$ cat src/kwmt_pkg.sv
// Shared constants and result type for the k-way merge tournament tree.
package kwmt_pkg;

    // Defaults for the top-level parameters
    localparam int STREAM_COUNT_DEF = 16;
    localparam int KEY_BITS_DEF     = 32;

    // Fixed field widths on the ports
    localparam int KEY_FIELD_BITS    = 32;
    localparam int STREAM_FIELD_BITS = 4;
    localparam int CFG_BITS          = 5;
    localparam logic [CFG_BITS-1:0] ACTIVE_RESET = 5'd16;

    // Beat layout
    localparam int S_TDATA_BITS = 32;
    localparam int S_TUSER_BITS = 5;
    localparam int M_TDATA_BITS = 40;
    localparam int M_TUSER_BITS = 2;

    // Bit positions inside the tuser groups
    localparam int S_USER_EOS       = 4;
    localparam int M_USER_ALL_DONE  = 0;
    localparam int M_USER_ORDER_ERR = 1;

    // One result beat before packing
    typedef struct packed {
        logic                         order_error;
        logic                         all_done;
        logic [STREAM_FIELD_BITS-1:0] winner_stream;
        logic [KEY_FIELD_BITS-1:0]    winner_key;
    } result_t;

endpackage

$ cat src/kwmt_ram.sv
// Generic single-write, single-read RAM with registered read data.
module kwmt_ram #(
    parameter int WIDTH = 8,
    parameter int DEPTH = 16
) (
    input  logic                     clk,
    input  logic                     we,
    input  logic [$clog2(DEPTH)-1:0] waddr,
    input  logic [WIDTH-1:0]         wdata,
    input  logic [$clog2(DEPTH)-1:0] raddr,
    output logic [WIDTH-1:0]         rdata
);

    logic [WIDTH-1:0] mem [DEPTH];

    // Write port
    always_ff @(posedge clk)
    begin
        if (we)
        begin
            mem[waddr] <= wdata;
        end
    end

    // Registered read port
    always_ff @(posedge clk)
    begin
        rdata <= mem[raddr];
    end

endmodule

$ cat src/kway_merge_tournament_tree_core.sv
// Top level of the k-way merge tournament tree.
// Usage:
//   s_* carries one beat per stream key: the key in tdata, the stream index
//   and an end-of-stream flag in tuser. In the load phase streams come in
//   order 0, 1, ... up to active_streams-1; after the last one the tree is
//   built and the smallest key is emitted on m_*. Afterwards every beat must
//   refill the stream just emitted; one winner beat follows each refill.
//   A beat naming any other stream is dropped and answered by a beat with
//   order_error set. cfg_we/cfg_wdata write active_streams and restart the
//   block in load phase.
// Tree walk:
//   A refill makes one RAM read per tree level on the winner's path, each
//   compare feeding the next level's read, until its result sits in the
//   output register; s_tready is low meanwhile. The build after the last load
//   beat makes two RAM reads per internal node. Error beats and non-final
//   load beats need no tree walk.
// Reset and stall:
//   Reset enters load phase with all streams exhausted and 16 active. The
//   node RAM needs no clearing. The output register holds a result while
//   m_tready is low; the core takes the next beat meanwhile and waits only
//   when a second result is ready before the first has left.
module kway_merge_tournament_tree_core #(
    parameter int STREAM_COUNT = kwmt_pkg::STREAM_COUNT_DEF,
    parameter int KEY_BITS     = kwmt_pkg::KEY_BITS_DEF
) (
    input  logic                              clk,
    input  logic                              rst_n,
    // tdata: key[31:0]
    input  logic [kwmt_pkg::S_TDATA_BITS-1:0] s_tdata,
    // tuser: stream_index[3:0], end_of_stream[4]
    input  logic [kwmt_pkg::S_TUSER_BITS-1:0] s_tuser,
    input  logic                              s_tvalid,
    output logic                              s_tready,
    // tdata: winner_key[31:0], winner_stream[35:32], zero pad[39:36]
    output logic [kwmt_pkg::M_TDATA_BITS-1:0] m_tdata,
    // tuser: all_done[0], order_error[1]
    output logic [kwmt_pkg::M_TUSER_BITS-1:0] m_tuser,
    output logic                              m_tvalid,
    input  logic                              m_tready,
    input  logic                              cfg_we,
    input  logic [kwmt_pkg::CFG_BITS-1:0]     cfg_wdata
);

    localparam int LEAF_BITS = $clog2(STREAM_COUNT);
    localparam int LEAVES    = 1 << LEAF_BITS;
    localparam int NODE_BITS = LEAF_BITS + 1;
    localparam int SK        = (KEY_BITS < kwmt_pkg::KEY_FIELD_BITS) ?
                               KEY_BITS : kwmt_pkg::KEY_FIELD_BITS;
    localparam int CW        = kwmt_pkg::CFG_BITS;

    // Node entry: winner of a subtree, or a leaf's own key
    typedef struct packed {
        logic                 done;
        logic [SK-1:0]        key;
        logic [LEAF_BITS-1:0] stream;
    } entry_t;

    localparam int ENTRY_BITS = $bits(entry_t);

    typedef enum logic [2:0] {
        ST_IDLE,
        ST_RUN,
        ST_BRIGHT,
        ST_BLEFT,
        ST_BCMP,
        ST_OUT
    } state_t;

    state_t                state_reg, state_next;
    logic [NODE_BITS-1:0]  node_reg, node_next;
    entry_t                cur_reg, cur_next;
    entry_t                right_reg, right_next;
    kwmt_pkg::result_t     res_reg, res_next;
    logic                  rd_leaf_reg, rd_leaf_next;
    logic                  rd_done_reg, rd_done_next;
    logic [LEAF_BITS-1:0]  rd_stream_reg, rd_stream_next;
    logic [LEAVES-1:0]     done_reg, done_next;
    logic [CW-1:0]         loaded_reg, loaded_next;
    logic                  running_reg, running_next;
    logic [LEAF_BITS-1:0]  last_winner_reg, last_winner_next;
    logic [CW-1:0]         active_reg, active_next;
    logic                  m_tvalid_reg, m_tvalid_next;
    logic [kwmt_pkg::M_TDATA_BITS-1:0] m_tdata_reg, m_tdata_next;
    logic [kwmt_pkg::M_TUSER_BITS-1:0] m_tuser_reg, m_tuser_next;

    logic                  ram_we;
    logic [NODE_BITS-1:0]  ram_waddr;
    entry_t                ram_wdata;
    logic [NODE_BITS-1:0]  ram_raddr;
    logic [ENTRY_BITS-1:0] ram_rdata;

    // a strictly lower than b; exhausted counts above any key
    function automatic logic lower(input entry_t a, input entry_t b);
        return !a.done && (b.done || (a.key < b.key));
    endfunction

    // Result beat for the tree's winner
    function automatic kwmt_pkg::result_t emit(input entry_t w);
        kwmt_pkg::result_t r;
        r.order_error   = 1'b0;
        r.all_done      = w.done;
        r.winner_key    = w.done ? '0 : kwmt_pkg::KEY_FIELD_BITS'(w.key);
        r.winner_stream = w.done ? '0 : kwmt_pkg::STREAM_FIELD_BITS'(w.stream);
        return r;
    endfunction

    kwmt_ram #(
        .WIDTH (ENTRY_BITS),
        .DEPTH (2 * LEAVES)
    ) u_node_ram (
        .clk   (clk),
        .we    (ram_we),
        .waddr (ram_waddr),
        .wdata (ram_wdata),
        .raddr (ram_raddr),
        .rdata (ram_rdata)
    );

    assign s_tready = (state_reg == ST_IDLE);
    assign m_tvalid = m_tvalid_reg;
    assign m_tdata  = m_tdata_reg;
    assign m_tuser  = m_tuser_reg;

    // Next-state logic: load, build, replay and output slot
    always_comb
    begin
        logic [kwmt_pkg::STREAM_FIELD_BITS-1:0] idx;
        logic                 eos;
        logic [LEAF_BITS-1:0] leaf;
        logic [CW-1:0]        act_eff;
        logic [CW-1:0]        loaded_inc;
        logic                 idx_ok;
        logic                 out_free;
        logic                 fin;
        kwmt_pkg::result_t    fin_res;
        entry_t               rd_entry;
        entry_t               win;
        logic [NODE_BITS-1:0] parent;

        idx        = s_tuser[kwmt_pkg::STREAM_FIELD_BITS-1:0];
        eos        = s_tuser[kwmt_pkg::S_USER_EOS];
        leaf       = LEAF_BITS'(idx);
        act_eff    = (active_reg == '0) ? CW'(1) : active_reg;
        if (32'(act_eff) > STREAM_COUNT)
        begin
            act_eff = CW'(STREAM_COUNT);
        end
        loaded_inc = loaded_reg + CW'(1);
        idx_ok     = (32'(idx) < LEAVES) &&
                     (32'(idx) == (running_reg ? 32'(last_winner_reg) : 32'(loaded_reg)));
        out_free   = !m_tvalid_reg || m_tready;

        // Read data of the previous cycle; leaves take flag and index from flops
        rd_entry = entry_t'(ram_rdata);
        if (rd_leaf_reg)
        begin
            rd_entry.done   = rd_done_reg;
            rd_entry.stream = rd_stream_reg;
        end

        state_next       = state_reg;
        node_next        = node_reg;
        cur_next         = cur_reg;
        right_next       = right_reg;
        res_next         = res_reg;
        done_next        = done_reg;
        loaded_next      = loaded_reg;
        running_next     = running_reg;
        last_winner_next = last_winner_reg;
        active_next      = active_reg;
        m_tvalid_next    = m_tvalid_reg && !m_tready;
        m_tdata_next     = m_tdata_reg;
        m_tuser_next     = m_tuser_reg;
        ram_we           = 1'b0;
        ram_waddr        = '0;
        ram_wdata        = '0;
        ram_raddr        = '0;
        fin              = 1'b0;
        fin_res          = '0;
        win              = cur_reg;
        parent           = {1'b0, node_reg[NODE_BITS-1:1]};

        unique case (state_reg)
            ST_IDLE:
            begin
                // Sibling of the incoming leaf, needed at the first level
                ram_raddr = {1'b1, leaf} ^ NODE_BITS'(1);
                if (s_tvalid)
                begin
                    if (!idx_ok)
                    begin
                        fin                 = 1'b1;
                        fin_res.order_error = 1'b1;
                    end
                    else
                    begin
                        ram_we          = 1'b1;
                        ram_waddr       = {1'b1, leaf};
                        ram_wdata.done  = eos;
                        ram_wdata.key   = s_tdata[SK-1:0];
                        ram_wdata.stream = leaf;
                        done_next[leaf] = eos;
                        if (running_reg)
                        begin
                            cur_next   = ram_wdata;
                            node_next  = {1'b1, leaf};
                            state_next = ST_RUN;
                        end
                        else
                        begin
                            loaded_next = loaded_inc;
                            if (loaded_inc >= act_eff)
                            begin
                                node_next  = NODE_BITS'(LEAVES - 1);
                                state_next = ST_BRIGHT;
                            end
                        end
                    end
                end
            end

            // One tree level per cycle on the refilled leaf's path
            ST_RUN:
            begin
                win       = lower(rd_entry, cur_reg) ? rd_entry : cur_reg;
                ram_we    = 1'b1;
                ram_waddr = parent;
                ram_wdata = win;
                cur_next  = win;
                if (parent == NODE_BITS'(1))
                begin
                    fin = 1'b1;
                end
                else
                begin
                    node_next = parent;
                    ram_raddr = parent ^ NODE_BITS'(1);
                end
            end

            // Build: right child first so a fresh parent is never read early
            ST_BRIGHT:
            begin
                ram_raddr  = {node_reg[NODE_BITS-2:0], 1'b1};
                state_next = ST_BLEFT;
            end

            ST_BLEFT:
            begin
                right_next = rd_entry;
                ram_raddr  = {node_reg[NODE_BITS-2:0], 1'b0};
                state_next = ST_BCMP;
            end

            // Build compare: ties go to the right child
            ST_BCMP:
            begin
                win       = lower(rd_entry, right_reg) ? rd_entry : right_reg;
                ram_we    = 1'b1;
                ram_waddr = node_reg;
                ram_wdata = win;
                if (node_reg == NODE_BITS'(1))
                begin
                    fin          = 1'b1;
                    running_next = 1'b1;
                    state_next   = ST_IDLE;
                end
                else
                begin
                    node_next  = node_reg - NODE_BITS'(1);
                    ram_raddr  = {node_next[NODE_BITS-2:0], 1'b1};
                    state_next = ST_BLEFT;
                end
            end

            // Result waits for the output register
            ST_OUT:
            begin
                if (out_free)
                begin
                    m_tvalid_next = 1'b1;
                    m_tdata_next  = kwmt_pkg::M_TDATA_BITS'({res_reg.winner_stream,
                                                             res_reg.winner_key});
                    m_tuser_next  = {res_reg.order_error, res_reg.all_done};
                    state_next    = ST_IDLE;
                end
            end

            default:
            begin
                state_next = ST_IDLE;
            end
        endcase

        // Winner result: tree outcome, unless this is an order error
        if (fin)
        begin
            if (!fin_res.order_error)
            begin
                fin_res          = emit(win);
                last_winner_next = win.stream;
            end
            if (out_free)
            begin
                m_tvalid_next = 1'b1;
                m_tdata_next  = kwmt_pkg::M_TDATA_BITS'({fin_res.winner_stream,
                                                         fin_res.winner_key});
                m_tuser_next  = {fin_res.order_error, fin_res.all_done};
                state_next    = ST_IDLE;
            end
            else
            begin
                res_next   = fin_res;
                state_next = ST_OUT;
            end
        end

        // Leaf flag and index travel with the read they belong to
        rd_leaf_next   = ram_raddr[NODE_BITS-1];
        rd_done_next   = done_reg[ram_raddr[LEAF_BITS-1:0]];
        rd_stream_next = ram_raddr[LEAF_BITS-1:0];

        // Register write restarts the block
        if (cfg_we)
        begin
            active_next      = cfg_wdata;
            done_next        = '1;
            loaded_next      = '0;
            running_next     = 1'b0;
            last_winner_next = '0;
        end
    end

    // State, control and output registers
    always_ff @(posedge clk or negedge rst_n)
    begin
        if (!rst_n)
        begin
            state_reg       <= ST_IDLE;
            done_reg        <= '1;
            loaded_reg      <= '0;
            running_reg     <= 1'b0;
            last_winner_reg <= '0;
            active_reg      <= kwmt_pkg::ACTIVE_RESET;
            m_tvalid_reg    <= 1'b0;
        end
        else
        begin
            state_reg       <= state_next;
            done_reg        <= done_next;
            loaded_reg      <= loaded_next;
            running_reg     <= running_next;
            last_winner_reg <= last_winner_next;
            active_reg      <= active_next;
            m_tvalid_reg    <= m_tvalid_next;
        end
    end

    // Payload registers
    always_ff @(posedge clk)
    begin
        node_reg      <= node_next;
        cur_reg       <= cur_next;
        right_reg     <= right_next;
        res_reg       <= res_next;
        rd_leaf_reg   <= rd_leaf_next;
        rd_done_reg   <= rd_done_next;
        rd_stream_reg <= rd_stream_next;
        m_tdata_reg   <= m_tdata_next;
        m_tuser_reg   <= m_tuser_next;
    end

endmodule

$ cat config.mk
export PLATFORM = sky130hd
export DESIGN_NAME = kway_merge_tournament_tree_core
export DESIGN_NICKNAME = d
export VERILOG_FILES = /design/src/kwmt_pkg.sv /design/src/kwmt_ram.sv /design/src/kway_merge_tournament_tree_core.sv
export SDC_FILE = /design/constraint.sdc
export NUM_CORES = 2
export LEC_CHECK = 0
export ABC_CLOCK_PERIOD_IN_PS = 6100
export BUFFER_PORTS_ARGS = -buffer_cell sky130_fd_sc_hd__clkbuf_2
export CAP_MARGIN = 40
export CORE_ASPECT_RATIO = 1.1
export CORE_UTILIZATION = 45
export CTS_CLUSTER_DIAMETER = 30
export DETAILED_ROUTE_END_ITERATION = 10
export PLACE_DENSITY = 0.71
export SLEW_MARGIN = 20
export SYNTH_ARGS = -nofsm -noshare
export SYNTH_HDL_FRONTEND = slang
export SYNTH_SLANG_ARGS = --single-unit
$ cat constraint.sdc
create_clock -name clk -period 6.1 [get_ports clk]
set_clock_uncertainty 0.05 [all_clocks]
set_input_delay 0.915 -clock clk [delete_from_list [all_inputs] [get_ports clk]]
set_output_delay 0.915 -clock clk [all_outputs]
set_load 0.01 [all_outputs]
==> results.md <==
- Post-synth ARST share: 2.463%
- CP Data Arrival Time: 5.19 ns
- Maximum VDD drop: 0.5408 mV
- Placer congestion estimate: 0.8694
- Max Cap Viol: 0
- Reg-to-reg startpoint: state_reg[2]
- CTS H-tree depth: 4
- Data required time of the worst path: 6.74 ns
- Reg area: 0.04171 mm^2
- Vias in the first global route: 32,540
- Total GRT Usage: 20.39%
- Startpoint type of the worst setup path: register
- End of the worst register-to-register path: u_node_ram.rdata[29]
- 1st-iter DRT viols: 3,050
- CP cell instances: inv_2, nor3_4, nand2_1, o211a_2, inv_16, buf_12, mux2i_1, mux4_2, a22o_1, nor2_1
- Via count: 32,150
- Min cycle time layout: 4.547 ns
- TritonCTS clock tree: done
- Cts repair resizes: 0
- Grt ovf: 0
- Worst rel slew slack: 39.38%
- Place WS: 1.387 ns
- Final Hold Fails: 0
- Area of the multi-input gates: 0.01679 mm^2
- Worst-skew pair later-pin latency: 0.82 ns
- Reg2reg path depth: 10
- Pwr dens: 583.2 mW/mm^2
- Largest register FFs: 1,184
- LEAKAGE: 0.02557 uW
- Yosys warning total: 0
- Via density: 5.608
- Die area: 0.1339 mm^2
- Synth Register Bits: 1,421
- Die width: 349.0 um
- Slew @ Worst Pin: 0.9093 ns
- Fillers: 10,000
- RSZ-0062 raised after global routing: false
- Worst path bufs/invs: 3
- Syn avg cell area: 16.94 um^2
- Overall Power: 41,300 uW
- CP max stage cell: dfrtp_1
- Kind of cell adding the most delay to the critical path: buffers and inverters
- Drt pass-1 iters: 5
- Routed Antenna Nets: 0
- WL/cell: 23.70 um
- Tcrit/Tclk final: 74.54%
- Buffers added on ports: 90
- CTS Buf Count: 229
- Reg2Reg Setup Slack: 1.55 ns
- Number of antenna violations at the first check in global routing: 1
- Largest net degree at the start of global routing: 129
- Setup ws final: 1.553 ns
- Slew Viols, Final: 0
- Unique masters post-synth: 70
- Area delta synth->final: 18.80%
- Synth Net Count: 3,636
- Cells after synthesis: 3,519
- Slowest Stage Delay on Critical Path: 0.68 ns
- Setup TNS: 0 ns
- Reg clk slew, reported paths: 0.05 ns
- Sequential-to-total area share from yosys stat: 69.96%
- Status: finished, final reports clean
- Num rows: 139
- Post-synth EDFFs: 1,305
- Dpl cell area: 0.06274 mm^2
- Post-CTS Hold Buffers: 0
- Worst min path class: in -> async
- Drt drc: 0
- HPWL after detailed placement: 82,110 um
- Max Root-Sink Buffers: 3
- Synth Flop Type: edfxtp_1
- Crit end category: register
- IO Pins: 91
- ANT cells: 0
- Drt total wl: 135,900 um
- Core Area: 0.1310 mm^2
- First-pass GRT wire length: 204,700 um
- Worst Path Max Fanout: 128
- WS Path Type: reg -> reg
- Net count, final: 3,890
- CTS sink count: 1,421
- Cell area after synthesis: 0.05961 mm^2
- Max frequency: 219.9 MHz
- Initial Utilization: 45.52%
- Share of layout cells above drive strength 1: 22.91%
- Final number of setup-violating endpoints: 0
- Die Span Y: 383.7 um
- Design area: 0.07082 mm^2
- Root Buffer: clkbuf_16
- Post-CTS setup buffers: 0
## placed cells by master, fill, tap and decap left out, types with 41 or more instances in the layout
| master | Yosys | layout |
|---|---|---|
| a21oi_1 | 45 | 43 |
| a22o_1 | 75 | 75 |
| buf_4 | 51 | 91 |
| clkbuf_16 | 0 | 232 |
| clkbuf_2 | 0 | 90 |
| dfxtp_1 | 81 | 81 |
| edfxtp_1 | 1305 | 1305 |
| ha_1 | 70 | 70 |
| inv_1 | 102 | 102 |
| mux2_2 | 59 | 59 |
| mux2i_1 | 655 | 655 |
| mux4_2 | 149 | 149 |
| nand2_1 | 270 | 269 |
| nor2_1 | 125 | 88 |
| o21ai_0 | 41 | 41 |
## Yosys cell counts (20+ instances only)
| cell | n | area share (%) |
|---|---|---|
| edfxtp_1 | 1305 | 66 |
| mux2i_1 | 655 | 11 |
| nand2_1 | 270 | 1.7 |
| mux4_2 | 149 | 5.6 |
| nor2_1 | 125 | 0.79 |
| inv_1 | 102 | 0.64 |
| dfxtp_1 | 81 | 2.7 |
| clkbuf_1 | 77 | 0.48 |
| a22o_1 | 75 | 1.1 |
| ha_1 | 70 | 1.5 |
| mux2_2 | 59 | 1.1 |
| buf_4 | 51 | 0.64 |
| a21oi_1 | 45 | 0.38 |
| o21ai_0 | 41 | 0.34 |
| o211ai_1 | 37 | 0.47 |
| buf_2 | 33 | 0.28 |
| o21a_1 | 33 | 0.42 |
| nand2b_1 | 26 | 0.27 |
| o21ai_1 | 21 | 0.18 |
| nand3_1 | 20 | 0.17 |
## metrics by stage
| stage | hold slack [ns] | utilization (%) | std cells |
|---|---|---|---|
| finish | 0.2928 | 54.08 | 5734 |
| detailed placement | 0.4429 | 47.91 | 5302 |
| global route | 0.2817 | 54.08 | 5734 |
| CTS | 0.2539 | 54.04 | 5732 |
| floorplan | 0.4178 | - | 3519 |
| global placement | 0.4364 | 47.78 | 5292 |
## logic make-up after synthesis
| group | share of synthesized area, % |
|---|---|
| buffers and inverters | 2.464 |
| adders and majority gates | 1.469 |
| xor gates and xnor gates | 0.1322 |
| and+or+nand+nor | 3.598 |
| AOI/OAI and AO/OA | 4.181 |
| muxes | 18.19 |
| DFF | 69.96 |
## area by class of cell
| class | count | area share (%) |
|---|---|---|
| clock buffers | 258 | 8.406 |
| clock inverters | 172 | 2.933 |
| inverters | 108 | 0.5954 |
| multi-input cells | 1805 | 23.71 |
| flip-flops and latches | 1421 | 58.89 |
| well taps | 1762 | 3.113 |
| repair buffers | 208 | 2.348 |
## where the power goes
| part | total (uW) | internal, uW | switching (uW) |
|---|---|---|---|
| sequential | 13900 | 13300 | 569 |
| clock | 13200 | 8510 | 4660 |
| combinational | 14300 | 5520 | 8750 |
| total | 41300 | 27300 | 14000 |
## routing by layer
layer  global-route usage (%)  part of all wire, %  up-vias  wire length [um]
li1                         -                    -    14310                 -
met1                    28.30                   43    16460             59020
met2                    32.66                   48     1162             64740
met3                    3.612                  6.5      226              8811
met4                    6.595                  2.4        0              3295
met5                        0                    0        -                 0
## how the worst max path moves through the flow
stage               slack (ns)  cells past startpoint                endpoint         start
finish                    1.55                     10    u_node_ram.rdata[29]  state_reg[2]
global route              1.28                     10    u_node_ram.rdata[29]  state_reg[2]
CTS                       1.66                     10    u_node_ram.rdata[29]  state_reg[2]
detailed placement        1.39                     11   u_node_ram.mem[1][22]    s_tuser[1]
global placement          1.19                     10  u_node_ram.mem[21][36]    s_tuser[1]
floorplan                 1.32                     10   u_node_ram.mem[12][0]    s_tuser[3]
Power figures use the tool's default switching activity.
